### config.mk
export PLATFORM = sky130hd
export DESIGN_NAME = mfd_queue
export DESIGN_NICKNAME = d
export VERILOG_FILES = /design/src/hdl/mfd_pkg.sv /design/src/hdl/mfd_queue.sv
export SDC_FILE = /design/constraint.sdc
export NUM_CORES = 1
export LEC_CHECK = 0
export CAP_MARGIN = 40
export CORE_MARGIN = 8
export CORE_UTILIZATION = 45
export DETAILED_ROUTE_END_ITERATION = 16
export DONT_BUFFER_PORTS = 1
export GPL_ROUTABILITY_DRIVEN = 1
export HOLD_SLACK_MARGIN = 0.03
export SLEW_MARGIN = 20
export SYNTH_ARGS = -nofsm -noshare
export SYNTH_HDL_FRONTEND = slang
export SYNTH_SLANG_ARGS = --single-unit
### constraint.sdc
create_clock -name i_clk -period 4.4 [get_ports i_clk]
set_input_delay 0.44 -clock i_clk [delete_from_list [all_inputs] [get_ports i_clk]]
set_output_delay 0.44 -clock i_clk [all_outputs]
set_load 0.05 [all_outputs]
### src/hdl/mfd_pkg.sv
// Shared constants, types and codes of the marked frame deframer.
`default_nettype none
package mfd_pkg;

    localparam int DEPTH     = 4096;
    localparam int AW        = $clog2(DEPTH);
    localparam int LW        = AW + 1;
    localparam int OVERHEAD  = 24;
    localparam int MARKERS   = 2;
    localparam int MIN_FRAME = OVERHEAD + MARKERS;
    localparam int EW        = 8;
    localparam int QDEPTH    = 4;
    localparam int QAW       = $clog2(QDEPTH);
    localparam int IN_W      = 24;
    localparam int OUT_W     = 120;

    localparam logic [1:0] OP_WRITE = 2'd0;
    localparam logic [1:0] OP_READ  = 2'd1;
    localparam logic [1:0] OP_WALK  = 2'd2;

    localparam logic [1:0] ST_OK   = 2'd0;
    localparam logic [1:0] ST_BAD  = 2'd1;
    localparam logic [1:0] ST_READ = 2'd2;

    typedef struct packed {
        logic [1:0]    kind;
        logic [AW-1:0] addr;
        logic [7:0]    data;
        logic [LW-1:0] len;
    } t_op;

    typedef struct packed {
        logic room2;
        logic empty;
    } t_qstat;

endpackage
`default_nettype wire

### src/hdl/mfd_queue.sv
// Small in-order operation queue between the front and back parts.
`default_nettype none
module mfd_queue (
    input  wire               i_clk,
    input  wire               i_rst_n,
    input  wire               i_push,
    input  mfd_pkg::t_op      i_op,
    input  wire               i_pop,
    output mfd_pkg::t_op      o_op,
    output mfd_pkg::t_qstat   o_qstat
);

    mfd_pkg::t_op                r_mem [0:mfd_pkg::QDEPTH-1];
    logic [mfd_pkg::QAW-1:0]     r_wr;
    logic [mfd_pkg::QAW-1:0]     r_rd;
    logic [mfd_pkg::QAW:0]       r_cnt;

    always_ff @(posedge i_clk) begin
        if (i_push) begin
            r_mem[r_wr] <= i_op;
        end
    end

    always_ff @(posedge i_clk) begin
        if (!i_rst_n) begin
            r_wr  <= '0;
            r_rd  <= '0;
            r_cnt <= '0;
        end else begin
            if (i_push) begin
                r_wr <= r_wr + 1'b1;
            end
            if (i_pop) begin
                r_rd <= r_rd + 1'b1;
            end
            case ({i_push, i_pop})
                2'b10:   r_cnt <= r_cnt + 1'b1;
                2'b01:   r_cnt <= r_cnt - 1'b1;
                default: r_cnt <= r_cnt;
            endcase
        end
    end

    assign o_op          = r_mem[r_rd];
    assign o_qstat.empty = (r_cnt == '0);
    assign o_qstat.room2 = (r_cnt <= (mfd_pkg::QAW+1)'(mfd_pkg::QDEPTH - 2));

endmodule
`default_nettype wire

==> qor.csv <==
stage,metric,value,unit
outcome,outcome,finished clean,
power,total power,3270,µW
global_routing,largest net degree at the start of global routing,26,
timing,Final Cycle Share,58.2,%
synthesis,synthesized cell area,5550,µm²
die,Chip Width,127,µm
synthesis,Synth Flop Type,edfxtp_1,
clock_network,"Hold-fix buffers, CTS",0,
finish,area of all sequential standard cells,4390,µm²
timing,setup_tns,0,ps
global_routing,vias in the first global route,2422,
clock_network,Num CTS Buffers,17,
worst_hold_path,Hold Crit Class,input pin to register,
die,core area,12000,µm²
clock_network,CTS Root Cell,clkbuf_16,
timing,Hold Fails Final Rpt,0,
finish,Multi-input gate area,1060,µm²
routing,total number of vias,2237,
routing,met1 wire length,3690,µm
setup_path,CP Cell Sequence,buf_12 -> buf_4 -> mux4_2,
clock_network,clk_lat worst skew,410,ps
clock_network,deepest clock path buffer count,2,
power,Lkg Pwr,0.00200,µW
finish,fill count,939,
clock_network,clock-pin slew on the worst setup and hold paths,60,ps
clock_network,postcts setup bufs,0,
setup_path,Critical Path RT,3960,ps
clock_network,CTS tree,built,
routing,initial drt markers,128,
finish,n_diodes,0,
setup_path,Crit path largest cell delay,710,ps
setup_path,Worst Path Max Fanout,19,
synthesis,post-synthesis sequential area ratio,79.0,%
die,Rows,40,
setup_path,CP Launch Type,register,
die,Die Area,16100,µm²
die,I/O pins,76,
synthesis,"Distinct cells, synth",22,
synthesis,cell taking the most area after synthesis,edfxtp_1,
place,PortBufs,0,
synthesis,"Async S/R FF share, synth",0,%
place,hpwl dp,5900,µm
global_routing,total congestion overflow,0,
synthesis,Post-synth EDFFs,140,
timing,slew margin rel.,44.1,%
routing,WL met3,826,µm
setup_path,crit path DAT,2120,ps
synthesis,most common cell in the netlist,edfxtp_1,
synthesis,Synth top area share,75.7,%
timing,endpoints failing setup,0,
finish,nets,293,
global_routing,first-pass GRT wire length,14000,µm
clock_network,CTS Sinks,149,
global_routing,initial antenna violation count,0,
finish,Finished Core Util,52.4,%
synthesis,Synth top cells by count,"edfxtp_1, mux4_2, and2_1",
routing,Total Routed Length,9370,µm
die,die height,127,µm
setup_path,WS Path Type,register to output port,
timing,RSZ-0062 raised after global routing,no,
timing,Max Clock Freq,391,MHz
routing,Top Layer Used,met4,
place,placer congestion estimate,0.655,
finish,fin cells,408,
synthesis,"Net Count, Synth",274,
setup_path,Worst Setup End Kind,output port,
clock_network,Resized cells post-CTS,0,
routing,wire length per cell,23.0,µm
power,VDD IR max,202,µV
routing,# DRC,0,
clock_network,CTS H-tree lvls,4,
power,Pwr Density,519,nW/µm²
routing,WL met2,4670,µm
job,max-cap check violation count,0,
die,Starting Density,46.2,%
timing,Final Critical Period,2560,ps
synthesis,"Avg Cell Area, Syn",24.2,µm²
timing,Worst Clk Skew,4.69,ps
routing,"antenna viol nets, final",0,
finish,Syn-to-layout area delta,13.3,%
synthesis,post-synthesis register bit count,149,
place,Placed Cells incl. Taps,376,
routing,Vias per Instance,5.48,
timing,"Slew Viols, Final",0,
routing,router iterations before antenna repair,4,
setup_path,CP max stage cell,mux4_2,
synthesis,dominant cells by area after synthesis,"edfxtp_1, mux4_2, dfxtp_1, mux4_1, and2_1",
finish,share of layout cells above drive strength 1,26.4,%
synthesis,Yosys warning count,0,
timing,worst slew pin tran,834,ps
synthesis,Synth Instances,229,
global_routing,GRT Total Usage,12.2,%
==> area by class of cell <==
class	count	share of cell area [%]
flip-flops and latches	149	69.7
multi-input cells	66	16.9
clock buffers	20	6.94
well taps	147	2.92
repair buffers	8	2.15
clock inverters	12	1.01
inverters	6	0.358
==> critical path: cells and delay by family, from the launching register on <==
| family | cells | cell delay, ps |
|---|---|---|
| buf+inv | 2 | 540 |
| flops | 1 | 450 |
| mux | 1 | 710 |
==> metrics by stage <==
step	setup WS (ps)	area, µm²	hold slack, ps
final	1840	6290	121
after detailed placement	2210	5790	514
after global routing	1720	6290	96.6
after floorplan	2540	5550	477
after global placement	1880	5660	506
after CTS	1760	6290	98.7
==> cell families (layout without fill, tap and decap cells) <==
group / count (synthesis) / after routing / synth area share, %
flops: 149 / 149 / 79.0
mux: 36 / 36 / 14.7
simple gates: 15 / 15 / 1.58
buf+inv: 14 / 46 / 2.05
fa+ha+maj: 6 / 6 / 1.49
xor+xnor: 5 / 5 / 0.789
compound gates: 4 / 4 / 0.406
==> layer usage <==
layer | vias to the layer above | GRT usage [%]
met5 | - | 0
met4 | 0 | 7.42
met3 | 17 | 5.99
met2 | 71 | 19.6
met1 | 1159 | 12.6
li1 | 990 | -
==> state kept, by name (all words and copies together), names as in the netlist, named ones only <==
name	cells
r_rd	2
r_wr	2
r_mem	140
r_cnt	3
==> where the power goes <==
part / leakage, µW / switching [µW] / internal (µW) / total (µW)
combinational: 0.000396 / 292 / 110 / 402
sequential: 0.00136 / 26.9 / 1630 / 1650
clock: 0.000245 / 505 / 706 / 1210
total: 0.00200 / 824 / 2440 / 3270
==> layout by cell type, fill, tap and decap left out <==
| master | instances |
|---|---|
| dfxtp_1 | 7 |
| clkbuf_1 | 3 |
| clkinvlp_4 | 1 |
| mux2i_1 | 1 |
| clkbuf_16 | 17 |
| nor2b_1 | 1 |
| or3_1 | 1 |
| a21oi_1 | 1 |
| nor3_2 | 1 |
| ha_1 | 5 |
| mux4_1 | 5 |
| edfxtp_1 | 140 |
| inv_1 | 6 |
| clkinv_1 | 5 |
| clkinv_4 | 1 |
| xnor2_1 | 2 |
| nand2_1 | 2 |
| buf_12 | 6 |
| clkinv_2 | 4 |
| dfxtp_2 | 2 |
| and2_2 | 4 |
| mux4_2 | 30 |
| a21boi_0 | 1 |
| xor2_1 | 3 |
| buf_4 | 2 |
| and2_1 | 6 |
| o21ai_0 | 2 |
| inv_6 | 1 |
| fa_1 | 1 |
==> path summary, 6_finish.rpt <==
check | from | depth (start not counted) | endpoint | slack (ps)
worst max register to register | r_cnt[0] | 5 | r_cnt[2] | 2800
worst min register to register | r_cnt[2] | 2 | r_cnt[2] | 520
worst min-delay path | i_op[15] | 0 | r_mem[2][15] | 120
worst max-delay path | register | 3 | o_op[5] | 1840
(Power assumes the default switching activity.)
